## config.mk

```make
export PLATFORM = sky130hd
export DESIGN_NAME = linear_resampler_channel_mix_core
export DESIGN_NICKNAME = d
export VERILOG_FILES = /design/src/hw/rtl/lrcm_pkg.sv /design/src/hw/rtl/linear_resampler_channel_mix_core.sv
export VERILOG_INCLUDE_DIRS = /design/src /design/src/hw/rtl
export SDC_FILE = /design/constraint.sdc
export NUM_CORES = 1
export LEC_CHECK = 0
export BUFFER_PORTS_ARGS = -buffer_cell sky130_fd_sc_hd__clkbuf_2
export CAP_MARGIN = 20
export CORE_MARGIN = 2
export CORE_UTILIZATION = 50
export CTS_BUF_LIST = sky130_fd_sc_hd__clkbuf_8
export DETAILED_ROUTE_END_ITERATION = 6
export PLACE_DENSITY = 0.66
export RECOVER_POWER = 50
export SKIP_LAST_GASP = 1
export SLEW_MARGIN = 10
export SYNTH_ARGS = -nofsm -noshare
export SYNTH_HDL_FRONTEND = slang
export SYNTH_SLANG_ARGS = --single-unit
export TNS_END_PERCENT = 50
```

## constraint.sdc

```tcl
create_clock -name clock -period 16.7 [get_ports clock]
set_input_delay 1.67 -clock clock [delete_from_list [all_inputs] [get_ports clock]]
set_output_delay 1.67 -clock clock [all_outputs]
set_load 0.01 [all_outputs]
```

## src/hw/rtl/linear_resampler_channel_mix_core_assert.svh

```systemverilog
// Assertion macros for the linear resampler core.
// Depends on nothing; included by the RTL files that carry assertions.
`ifndef LINEAR_RESAMPLER_CHANNEL_MIX_CORE_ASSERT_SVH
`define LINEAR_RESAMPLER_CHANNEL_MIX_CORE_ASSERT_SVH

// Same-cycle implication, disabled while reset is high.
`define LRCM_ASSERT_SAME(lbl, clk, rst, ante, cons, msg) \
   lbl: assert property (@(posedge clk) disable iff (rst) (ante) |-> (cons)) else $error(msg);

// Next-cycle implication, disabled while reset is high.
`define LRCM_ASSERT_NEXT(lbl, clk, rst, ante, cons, msg) \
   lbl: assert property (@(posedge clk) disable iff (rst) (ante) |=> (cons)) else $error(msg);

`endif

```

## src/hw/rtl/lrcm_pkg.sv

```systemverilog
// Shared types and constants for the linear resampler with channel map.
// Depends on nothing; used by linear_resampler_channel_mix_core.
`default_nettype none

package lrcm_pkg;

   localparam int SAMPLE_WIDTH   = 16;
   localparam int MAX_CHANNELS   = 8;
   localparam int MAX_OUTPUTS    = 16;
   localparam int CH_IDX_WIDTH   = $clog2(MAX_CHANNELS);
   localparam int MAC_CNT_WIDTH  = $clog2(MAX_CHANNELS + 1);
   localparam int CHAN_CNT_WIDTH = 4;
   localparam int POS_WIDTH      = 20;
   localparam int STEP_WIDTH     = 20;
   localparam int FRAC_WIDTH     = 16;
   localparam int PROD_WIDTH     = SAMPLE_WIDTH + 1 + FRAC_WIDTH + 1;

   localparam logic [POS_WIDTH-1:0] Q_ONE   = POS_WIDTH'(1) << FRAC_WIDTH;
   localparam logic [POS_WIDTH-1:0] POS_MAX = '1;

   localparam int CSR_ADDR_WIDTH = 4;
   localparam int CSR_DATA_WIDTH = 32;

   localparam logic [1:0] CSR_RESAMPLE_ENABLE = 2'd0;
   localparam logic [1:0] CSR_STEP            = 2'd1;
   localparam logic [1:0] CSR_IN_CHANNELS     = 2'd2;
   localparam logic [1:0] CSR_OUT_CHANNELS    = 2'd3;

   localparam logic [STEP_WIDTH-1:0]     STEP_RESET = STEP_WIDTH'(65536);
   localparam logic [CHAN_CNT_WIDTH-1:0] CHAN_RESET = CHAN_CNT_WIDTH'(2);

   typedef logic signed [SAMPLE_WIDTH-1:0] sample_type;

   typedef struct packed {
      logic       restart;
      sample_type s0;
      sample_type s1;
      sample_type s2;
      sample_type s3;
      sample_type s4;
      sample_type s5;
      sample_type s6;
      sample_type s7;
   } req_word_type;

   typedef struct packed {
      sample_type o0;
      sample_type o1;
      sample_type o2;
      sample_type o3;
      sample_type o4;
      sample_type o5;
      sample_type o6;
      sample_type o7;
      logic       last;
   } rsp_word_type;

   typedef enum logic [2:0] {
      ST_IDLE,
      ST_TEST,
      ST_MAC,
      ST_EMIT,
      ST_FINISH
   } state_type;

endpackage

`default_nettype wire

```

## src/hw/rtl/linear_resampler_channel_mix_core.sv

```systemverilog
// Linear-interpolation sample-rate converter: the sequencer, the shared
// multiplier and the channel map, with its APB-style register port.
// Depends on lrcm_pkg and linear_resampler_channel_mix_core_assert.svh.
`default_nettype none

`include "linear_resampler_channel_mix_core_assert.svh"

// One source frame is taken per req word; the block then stays busy until all
// output words caused by that frame have been computed. A frame in pass-through
// mode passes through ST_EMIT and ST_FINISH; one that only primes the history
// (restart) goes straight to ST_FINISH. With resampling on, each output word
// takes one loop test, an ST_MAC pass in which a single 17x17 multiplier works
// through the eight channels one per cycle with the add in the next cycle, and
// an ST_EMIT step to load the output register; a frame gives at most 16 words,
// and a finished word may wait on rsp_stall. The output register parts the two
// sides: while a word waits on rsp_stall the block only pauses when the next
// word is ready, and goes through ST_FINISH back to idle for a new frame once
// its last word is loaded. Registers: 0x0 resample enable, 0x4 step (Q4.16),
// 0x8 source channel count, 0xC output channel count; write only while idle.
module linear_resampler_channel_mix_core #(
   parameter int MAX_OUTPUTS = lrcm_pkg::MAX_OUTPUTS
) (
   input  wire                                   clock,
   input  wire                                   reset,
   input  wire                                   req_valid,
   output logic                                  req_stall,
   input  lrcm_pkg::req_word_type                req_word,
   output logic                                  rsp_valid,
   input  wire                                   rsp_stall,
   output lrcm_pkg::rsp_word_type                rsp_word,
   input  wire                                   csr_psel,
   input  wire                                   csr_penable,
   input  wire                                   csr_pwrite,
   input  wire  [lrcm_pkg::CSR_ADDR_WIDTH-1:0]   csr_paddr,
   input  wire  [lrcm_pkg::CSR_DATA_WIDTH-1:0]   csr_pwdata,
   output logic [lrcm_pkg::CSR_DATA_WIDTH-1:0]   csr_prdata,
   output logic                                  csr_pready
);

   localparam int CNT_W = $clog2(MAX_OUTPUTS + 1);
   localparam int SW    = lrcm_pkg::SAMPLE_WIDTH;
   localparam int NCH   = lrcm_pkg::MAX_CHANNELS;
   localparam int PW    = lrcm_pkg::POS_WIDTH;
   localparam int FW    = lrcm_pkg::FRAC_WIDTH;
   localparam int PRW   = lrcm_pkg::PROD_WIDTH;
   localparam int CCW   = lrcm_pkg::CHAN_CNT_WIDTH;
   localparam int MCW   = lrcm_pkg::MAC_CNT_WIDTH;
   localparam int CIW   = lrcm_pkg::CH_IDX_WIDTH;

   // Configuration registers
   logic                           enable_ff;
   logic [lrcm_pkg::STEP_WIDTH-1:0] step_ff;
   logic [CCW-1:0]                 in_ch_ff;
   logic [CCW-1:0]                 out_ch_ff;

   // Sequencer and datapath state
   lrcm_pkg::state_type   state_ff, state_in;
   logic                  primed_ff;
   logic [PW-1:0]         position_ff;
   logic [CNT_W-1:0]      out_cnt_ff;
   logic [MCW-1:0]        mac_cnt_ff;
   logic                  pass_ff;
   logic                  zero_pos_ff;
   lrcm_pkg::sample_type  cur_ff   [NCH];
   lrcm_pkg::sample_type  prev_ff  [NCH];
   lrcm_pkg::sample_type  mixed_ff [NCH];
   lrcm_pkg::sample_type  prev_pipe_ff;
   logic signed [PRW-1:0] prod_ff;
   logic                  rsp_valid_ff;
   lrcm_pkg::rsp_word_type rsp_word_ff;

   // Combinational signals
   logic                  req_accept;
   logic                  csr_write;
   logic                  rsp_free;
   logic                  load_rsp;
   logic                  emit_last;
   logic [PW:0]           pos_sum;
   logic [PW-1:0]         pos_next;
   logic [CNT_W-1:0]      cnt_plus;
   logic [CIW-1:0]        mul_idx;
   logic [MCW-1:0]        wr_cnt;
   logic [CIW-1:0]        wr_idx;
   logic signed [SW:0]    diff;
   logic signed [FW:0]    frac;
   logic signed [SW+1:0]  mix_sum;
   logic signed [SW:0]    avg_sum;
   logic                  map_ok;
   lrcm_pkg::sample_type  src_frame [NCH];
   lrcm_pkg::sample_type  mapped    [NCH];
   lrcm_pkg::rsp_word_type rsp_next;

   assign csr_pready = 1'b1;
   assign csr_write  = csr_psel & csr_penable & csr_pwrite;
   assign rsp_valid  = rsp_valid_ff;
   assign rsp_word   = rsp_word_ff;
   assign rsp_free   = ~rsp_valid_ff | ~rsp_stall;

   always_comb begin
      case (csr_paddr[3:2])
         lrcm_pkg::CSR_RESAMPLE_ENABLE: csr_prdata = 32'(enable_ff);
         lrcm_pkg::CSR_STEP:            csr_prdata = 32'(step_ff);
         lrcm_pkg::CSR_IN_CHANNELS:     csr_prdata = 32'(in_ch_ff);
         lrcm_pkg::CSR_OUT_CHANNELS:    csr_prdata = 32'(out_ch_ff);
         default:                       csr_prdata = '0;
      endcase
   end

   // Position advance with saturation at the top of the 20-bit range.
   assign pos_sum   = {1'b0, position_ff} + {1'b0, step_ff};
   assign pos_next  = pos_sum[PW] ? lrcm_pkg::POS_MAX : pos_sum[PW-1:0];
   assign cnt_plus  = out_cnt_ff + CNT_W'(1);
   assign emit_last = pass_ff ||
                      !((pos_next < lrcm_pkg::Q_ONE) && (cnt_plus < CNT_W'(MAX_OUTPUTS)));

   // Shared multiplier operands for channel mac_cnt; registered product added for mac_cnt - 1.
   assign mul_idx = mac_cnt_ff[CIW-1:0];
   assign wr_cnt  = mac_cnt_ff - MCW'(1);
   assign wr_idx  = wr_cnt[CIW-1:0];
   assign diff    = $signed({cur_ff[mul_idx][SW-1], cur_ff[mul_idx]}) -
                    $signed({prev_ff[mul_idx][SW-1], prev_ff[mul_idx]});
   assign frac    = $signed({1'b0, position_ff[FW-1:0]});
   // The arithmetic shift by the fraction width floors toward minus infinity.
   assign mix_sum = $signed({{2{prev_pipe_ff[SW-1]}}, prev_pipe_ff}) +
                    $signed(prod_ff[PRW-1:FW]);

   // Channel map
   always_comb begin
      map_ok  = (in_ch_ff inside {[1:NCH]}) && (out_ch_ff inside {[1:NCH]});
      for (int c = 0; c < NCH; c++) begin
         src_frame[c] = pass_ff ? cur_ff[c] : mixed_ff[c];
         mapped[c]    = '0;
      end
      avg_sum = $signed({src_frame[0][SW-1], src_frame[0]}) +
                $signed({src_frame[1][SW-1], src_frame[1]});
      if (map_ok) begin
         if (in_ch_ff == out_ch_ff) begin
            for (int c = 0; c < NCH; c++) begin
               if (CCW'(c) < out_ch_ff) begin
                  mapped[c] = src_frame[c];
               end
            end
         end else if (in_ch_ff == CCW'(1) && out_ch_ff == CCW'(2)) begin
            mapped[0] = src_frame[0];
            mapped[1] = src_frame[0];
         end else if (in_ch_ff == CCW'(2) && out_ch_ff == CCW'(1)) begin
            mapped[0] = avg_sum[SW:1];
         end
      end
      rsp_next.o0   = mapped[0];
      rsp_next.o1   = mapped[1];
      rsp_next.o2   = mapped[2];
      rsp_next.o3   = mapped[3];
      rsp_next.o4   = mapped[4];
      rsp_next.o5   = mapped[5];
      rsp_next.o6   = mapped[6];
      rsp_next.o7   = mapped[7];
      rsp_next.last = emit_last;
   end

   // Sequencer: next state and handshake outputs
   always_comb begin
      state_in   = state_ff;
      req_stall  = (state_ff != lrcm_pkg::ST_IDLE);
      req_accept = req_valid & ~req_stall;
      load_rsp   = 1'b0;
      case (state_ff)
         lrcm_pkg::ST_IDLE: begin
            if (req_accept) begin
               if (!enable_ff) begin
                  state_in = lrcm_pkg::ST_EMIT;
               end else if (req_word.restart || !primed_ff) begin
                  state_in = lrcm_pkg::ST_FINISH;
               end else begin
                  state_in = lrcm_pkg::ST_TEST;
               end
            end
         end
         lrcm_pkg::ST_TEST: begin
            if (position_ff < lrcm_pkg::Q_ONE && out_cnt_ff < CNT_W'(MAX_OUTPUTS)) begin
               state_in = lrcm_pkg::ST_MAC;
            end else begin
               state_in = lrcm_pkg::ST_FINISH;
            end
         end
         lrcm_pkg::ST_MAC: begin
            if (mac_cnt_ff == MCW'(NCH)) begin
               state_in = lrcm_pkg::ST_EMIT;
            end
         end
         lrcm_pkg::ST_EMIT: begin
            if (rsp_free) begin
               load_rsp = 1'b1;
               state_in = emit_last ? lrcm_pkg::ST_FINISH : lrcm_pkg::ST_TEST;
            end
         end
         lrcm_pkg::ST_FINISH: begin
            state_in = lrcm_pkg::ST_IDLE;
         end
         default: begin
            state_in = lrcm_pkg::ST_IDLE;
         end
      endcase
   end

   always_ff @(posedge clock) begin
      if (reset) begin
         state_ff <= lrcm_pkg::ST_IDLE;
      end else begin
         state_ff <= state_in;
      end
   end

   // Control registers
   always_ff @(posedge clock) begin
      if (reset) begin
         enable_ff    <= 1'b0;
         step_ff      <= lrcm_pkg::STEP_RESET;
         in_ch_ff     <= lrcm_pkg::CHAN_RESET;
         out_ch_ff    <= lrcm_pkg::CHAN_RESET;
         primed_ff    <= 1'b0;
         position_ff  <= '0;
         out_cnt_ff   <= '0;
         mac_cnt_ff   <= '0;
         rsp_valid_ff <= 1'b0;
      end else begin
         if (csr_write) begin
            case (csr_paddr[3:2])
               lrcm_pkg::CSR_RESAMPLE_ENABLE: enable_ff <= csr_pwdata[0];
               lrcm_pkg::CSR_STEP:            step_ff   <= csr_pwdata[PW-1:0];
               lrcm_pkg::CSR_IN_CHANNELS:     in_ch_ff  <= csr_pwdata[CCW-1:0];
               lrcm_pkg::CSR_OUT_CHANNELS:    out_ch_ff <= csr_pwdata[CCW-1:0];
               default: ;
            endcase
         end
         if (req_accept) begin
            out_cnt_ff <= '0;
         end
         if (state_ff == lrcm_pkg::ST_TEST) begin
            mac_cnt_ff <= '0;
         end else if (state_ff == lrcm_pkg::ST_MAC) begin
            mac_cnt_ff <= mac_cnt_ff + MCW'(1);
         end
         if (load_rsp) begin
            rsp_valid_ff <= 1'b1;
            if (!pass_ff) begin
               position_ff <= pos_next;
               out_cnt_ff  <= cnt_plus;
            end
         end else if (!rsp_stall) begin
            rsp_valid_ff <= 1'b0;
         end
         if (state_ff == lrcm_pkg::ST_FINISH) begin
            primed_ff <= 1'b1;
            if (zero_pos_ff || position_ff < lrcm_pkg::Q_ONE) begin
               position_ff <= '0;
            end else begin
               position_ff <= position_ff - lrcm_pkg::Q_ONE;
            end
         end
      end
   end

   // Sample and result registers
   always_ff @(posedge clock) begin
      if (req_accept) begin
         cur_ff[0]   <= req_word.s0;
         cur_ff[1]   <= req_word.s1;
         cur_ff[2]   <= req_word.s2;
         cur_ff[3]   <= req_word.s3;
         cur_ff[4]   <= req_word.s4;
         cur_ff[5]   <= req_word.s5;
         cur_ff[6]   <= req_word.s6;
         cur_ff[7]   <= req_word.s7;
         pass_ff     <= ~enable_ff;
         zero_pos_ff <= ~enable_ff | req_word.restart | ~primed_ff;
      end
      if (state_ff == lrcm_pkg::ST_MAC) begin
         if (mac_cnt_ff < MCW'(NCH)) begin
            prod_ff      <= PRW'(diff * frac);
            prev_pipe_ff <= prev_ff[mul_idx];
         end
         if (mac_cnt_ff != '0) begin
            mixed_ff[wr_idx] <= mix_sum[SW-1:0];
         end
      end
      if (load_rsp) begin
         rsp_word_ff <= rsp_next;
      end
      if (state_ff == lrcm_pkg::ST_FINISH) begin
         for (int c = 0; c < NCH; c++) begin
            prev_ff[c] <= cur_ff[c];
         end
      end
   end

   `LRCM_ASSERT_SAME(a_count_bound, clock, reset, 1'b1,
      out_cnt_ff <= CNT_W'(MAX_OUTPUTS), "output count ran past the limit")
   `LRCM_ASSERT_SAME(a_frac_in_range, clock, reset, state_ff == lrcm_pkg::ST_MAC,
      position_ff < lrcm_pkg::Q_ONE, "interpolation started with position at or above one")
   `LRCM_ASSERT_NEXT(a_emit_waits, clock, reset,
      state_ff == lrcm_pkg::ST_EMIT && rsp_valid_ff && rsp_stall,
      state_ff == lrcm_pkg::ST_EMIT && $stable(rsp_word_ff), "pending word was overwritten")
   `LRCM_ASSERT_NEXT(a_pass_single, clock, reset,
      load_rsp && pass_ff, rsp_word_ff.last && state_ff == lrcm_pkg::ST_FINISH,
      "pass-through frame did not end with one last word")

endmodule

`default_nettype wire

```

==> results of run 1 <==
-- final timing paths --
kind	startpoint	endpoint	slack (ns)
worst max-delay path	flop	prod_ff[31]$_DFFE_PP_	5.39
worst min-delay path	cur_ff[2][7]$_DFFE_PP_	prev_ff[2][7]$_DFFE_PP_	0.46
worst max register to register	flop	prod_ff[31]$_DFFE_PP_	5.39
worst min register to register	cur_ff[2][7]$_DFFE_PP_	prev_ff[2][7]$_DFFE_PP_	0.46
-- where the power goes --
group	total [mW]	switching, mW	internal (mW)
sequential	2.23	0.144	2.09
clock	1.26	0.601	0.659
combinational	1.91	1.32	0.585
total	5.40	2.07	3.33
-- sequential cells by signal, summed over array words and instances (netlist names), named ones only --
register      flops
cur_ff          128
enable_ff         1
in_ch_ff          4
mac_cnt_ff        4
mixed_ff        128
out_ch_ff         4
out_cnt_ff        5
pass_ff           1
position_ff      20
prev_ff         128
prev_pipe_ff     16
primed_ff         1
prod_ff          16
rsp_valid         1
rsp_word        129
state_ff          3
step_ff          20
zero_pos_ff       1
-- critical path: cells and delay by family, from the launching register on --
| family | cells | cell delay, ns |
|---|---|---|
| xor+xnor | 2 | 0.88 |
| buf+inv | 5 | 1.11 |
| simple gates | 5 | 0.80 |
| flops | 1 | 1.45 |
| mux | 2 | 0.94 |
| compound gates | 9 | 2.29 |
| fa+ha+maj | 8 | 3.47 |
-- through the flow --
step	total power, mW	hold slack (ns)	instances	util [%]
6_report	5.399	0.4618	4273	56.34
4_1_cts	5.406	0.4577	4268	56.53
5_1_grt	5.652	0.4719	4273	56.34
3_5_place_dp	4.141	0.4616	4094	53.91
2_1_floorplan	3.327	0.4315	2914	-
3_3_place_gp	4.089	0.4435	4092	53.89
-- cell usage after synthesis (all sizes together) (24+ instances only) --
cell type	instances	area share, %
nor2	208	2.1
nor3	32	0.44
clkbuf	88	0.90
o21ai	63	0.92
ha	151	5.2
nor2b	35	0.60
mux4	65	4.0
edfxtp	547	45
inv	359	3.7
mux2i	123	3.4
dfxtp	66	3.6
and2	127	2.2
buf	41	0.68
fa	264	14
nand2	250	2.6
xnor2	75	1.8
a22oi	24	0.49
a21oi	87	1.2
mux2	51	1.6
-- cell families after synthesis --
kind of cell	count (synthesis)	synth area share (%)
AOI/OAI and AO/OA	295	5.333
xor gates and xnor gates	96	2.303
adders and majority gates	415	19.65
buffers and inverters	489	5.299
DFF	613	48.61
muxes	239	8.956
other	2	0.02057
and+or+nand+nor	754	9.823
-- area by class of cell --
class | count | area share (%)
Sequential cell | 613 | 43.41
Multi-Input combinational cell | 1812 | 41.37
Timing Repair Buffer | 354 | 4.323
Clock buffer | 101 | 3.399
Inverter | 359 | 3.301
Tap cell | 959 | 2.934
Clock inverter | 73 | 1.251
Antenna cell | 2 | 0.01224
-- per-layer routing --
metal	vias up	track usage, %	share of wire [%]
li1	10620	-	-
met1	12090	34.23	42
met2	851	41.04	49
met3	139	4.177	7.1
met4	4	7.408	2.4
met5	-	0	0.025
==> flow_summary.yaml, run 1 <==
clock_network:
  post_cts_resized: 0
  htree_levels: 3
  clock_latency_ns: 0.72
  cts_tree: "yes"
  cts_setup_buffers: 0
  clockBufferDepth: 3
  cts_sinks: 613
  ctsRootBufferMaster: "clkbuf_8"
  cts_buffers: 99
  postCtsHoldBufs: 0
  path_clk_slew_ns: 0.06
detailed_routing:
  drc: 0
  ant_nets: 0
  drt_pre_antenna_iters: 5
  num_vias: 23700
  drt_wl_total_mm: 92.58
  avgViaCountPerCell: 5.547
  drt_iter0_drc: 1858
  wl_per_cell_um: 21.67
die:
  core-area_um2: 72590
  die_height_um: 274.2
  io_pins: 336
  dieArea_um2: 75190
  rows: 99
  start_util_pct: 50.29
  fp.dieW_um: 274.2
critical_path:
  slowest_stage: "dfxtp_1"
  crit_type: "flop to flop"
  crit_path_end_kind: "flop"
  crit_path_frequent_cell: "fa_1"
  arrival_ns: 11.71
  cpPeakStageDelay_ns: 1.45
  cp.required_ns: 17.09
  worstSetupStartpointType: "flop"
  reg2reg_depth: 31
  cp_max_fo: 39
power:
  leakage_nw: 17.44
  powerDensity_nw_per_um2: 132.0
  max-vdd-ir-drop_mv: 0.1905
synth:
  synth_area_um2: 36510
  synth_ff_type: "edfxtp_1"
  postSynthCellCount: 2903
  ys_ff_latch: 613
  async_flop_share_pct: 0
  synth-edff-count: 547
  ys_types: 84
  ys_seq_area_share_pct: 48.61
  avgSynthCellArea_um2: 12.58
  ys_warn_count: 0
layout:
  final_cell_mix: "edfxtp_1, inv_1, fa_1, clkbuf_2, nand2_1"
  final_area_um2: 40890
  layout_commonest_cell: "edfxtp_1"
  syn_to_final_growth_pct: 12.02
  final_net_count: 3826
  layout-drive-gt1-share_pct: 16.97
  multiInputGateArea_um2: 16920
  register_area_um2: 17750
  fillers: 6071
timing:
  rsz0062_at_grt: "false"
  max_slew_margin_pct: -106.5
  worst_pin_slew_ns: 3.081
  fin_crit_sh_pct: 67.73
  min_period_ns: 11.31
  setup_slack_ns: 5.388
  setup_viol: 0
  setup_tns_ns: 0
  hold_viol: 0
  slew_violations: 340
  finClkSkew_ns: 0.07186
  fmax_mhz: 88.40
place:
  port_buffers: 308
  dp_hpwl_mm: 68.15
  placed_area_um2: 39130
  place_ws_ns: 6.282
  gp_congestion: 0.9240
global_routing:
  grt_max_degree: 128
  antenna_found_initial: 9
  grt.overflow.total: 0
  grt_pass1_vias: 24630
  grt_usage_pct: 24.94
  grt_pass1_wl_mm: 141.7
hold_path:
  whs_path_depth: 0
  hp-class: "flop to flop"
status:
  violations: "max-capacitance violations, max-slew violations"
  outcome: "finished, violations left"
run:
  maxCapViolCount: 12
Note: power is estimated with default switching activity, not from simulation.
==> inputs of run 2 (changes only) <==
Clock period 16.7 ns to 11.4 ns, I/O delays scaled along.
==> flow_summary.yaml, run 2 (synthesized netlist as in run 1, its figures left out) <==
place:
  place_ws_ns: 1.535
  gp_congestion: 0.9229
  port_buffers: 308
  dp_hpwl_mm: 68.70
layout:
  layout-drive-gt1-share_pct: 15.65
  multiInputGateArea_um2: 16960
  fillers: 6098
  final_net_count: 3829
  syn_to_final_growth_pct: 12.18
  largest_reg_flops: 129
  layout_commonest_cell: "edfxtp_1"
  final_cell_mix: "edfxtp_1, inv_1, fa_1, nand2_1, nor2_1"
  register_area_um2: 17760
power:
  max-vdd-ir-drop_mv: 0.1870
  leakage_nw: 17.33
  powerDensity_nw_per_um2: 195.7
detailed_routing:
  drt_pre_antenna_iters: 7
  drt_iter0_drc: 1910
  num_vias: 23740
  drt_wl_total_mm: 93.49
  drc: 6
  avgViaCountPerCell: 5.543
  ant_nets: 0
  wl_per_cell_um: 21.83
timing:
  setup_viol: 0
  hold_viol: 0
  rsz0062_at_grt: "false"
  min_period_ns: 9.868
  finClkSkew_ns: 0.04530
  fin_crit_sh_pct: 86.56
  fmax_mhz: 101.3
  max_slew_margin_pct: -109.3
  setup_slack_ns: 1.532
  slew_violations: 256
  setup_tns_ns: 0
  worst_pin_slew_ns: 3.122
critical_path:
  cp_num_buf_inv: 5
  cpLargestDelayFamily: "adder cells"
  crit_path_end_kind: "flop"
  crit_type: "flop to flop"
  cpPeakStageDelay_ns: 0.73
  r2r_setup_slack_ns: 1.53
  worstSetupStartpointType: "flop"
  slowest_stage: "xnor2_2"
  cp.required_ns: 11.86
  arrival_ns: 10.33
  crit_path_frequent_cell: "fa_1"
  cp_max_fo: 50
clock_network:
  ctsRootBufferMaster: "clkbuf_8"
  clock_latency_ns: 0.73
  cts_buffers: 100
  cts_tree: "yes"
  htree_levels: 3
  cts_sinks: 613
  cts_setup_buffers: 0
  path_clk_slew_ns: 0.06
  clockBufferDepth: 3
  post_cts_resized: 0
  postCtsHoldBufs: 0
global_routing:
  use_met3_pct: 3.871
  grt_usage_pct: 25.26
  grt_pass1_wl_mm: 142.8
  grt_pass1_vias: 24820
  antenna_found_initial: 2
  use_met1_pct: 34.69
  met2_usage_pct: 41.69
  grt.overflow.total: 0
  grt_max_degree: 79
  top_usage_layer: "met2"
status:
  outcome: "finished, violations left"
  violations: "design-rule violations, max-capacitance violations, max-slew violations"
die:
  rows: 99
  fp.dieW_um: 274.2
  die_height_um: 274.2
  io_pins: 336
  core-area_um2: 72590
  start_util_pct: 50.29
  dieArea_um2: 75190
hold_path:
  hp-class: "flop to flop"
run:
  maxCapViolCount: 7
[run 2: cell count changes in the layout (fill, tap and decap cells not counted), moves of 2 or more]
cell and delta:
clkbuf_8 +4, xnor2_2 +3, clkbuf_2 -61, clkinv_1 +4
buf_4 +9, clkbuf_1 +55, o21ai_2 +2, inv_12 +2
xnor2_1 -3, o21ai_0 -3
[run 2: final timing paths]
check / from / end / depth (start not counted)
worst max-delay path: flop / prod_ff[31]$_DFFE_PP_ / 31
worst min-delay path: cur_ff[7][1]$_DFFE_PP_ / prev_ff[7][1]$_DFFE_PP_ / 0
worst max register to register: flop / prod_ff[31]$_DFFE_PP_ / 31
worst min register to register: cur_ff[7][1]$_DFFE_PP_ / prev_ff[7][1]$_DFFE_PP_ / 0
[run 2: cell type report]
cell class / count / area share [%]
Antenna cell: 2 / 0.01222
Clock buffer: 105 / 3.529
Clock inverter: 77 / 1.250
Inverter: 359 / 3.297
Multi-Input combinational cell: 1812 / 41.40
Sequential cell: 613 / 43.36
Tap cell: 959 / 2.930
Timing Repair Buffer: 356 / 4.222
[run 2: metal layers]
layer	vias up	wire length, um
met5	-	0
met4	0	2276
met3	150	6311
met2	840	45290
met1	12100	39610
li1	10660	-
[run 2: report_power, final]
| part | internal (mW) | total (mW) | switching, mW |
|---|---|---|---|
| registers | 3.06 | 3.28 | 0.221 |
| logic | 0.874 | 2.86 | 1.98 |
| clock network | 0.977 | 1.88 | 0.907 |
[run 2: stage by stage]
step                      utilization [%]  total power [mW]  hold WS, ns  area (um2)  cells
after floorplan                         -             4.874       0.4315       36550   2914
after global placement              53.92             6.038       0.4442       39140   4092
after detailed placement            53.94             6.109       0.4596       39160   4094
after CTS                           56.64             8.006       0.4563       41110   4276
after global routing                56.41             8.355       0.4705       40950   4281
final                               56.42             8.016       0.4638       40950   4283
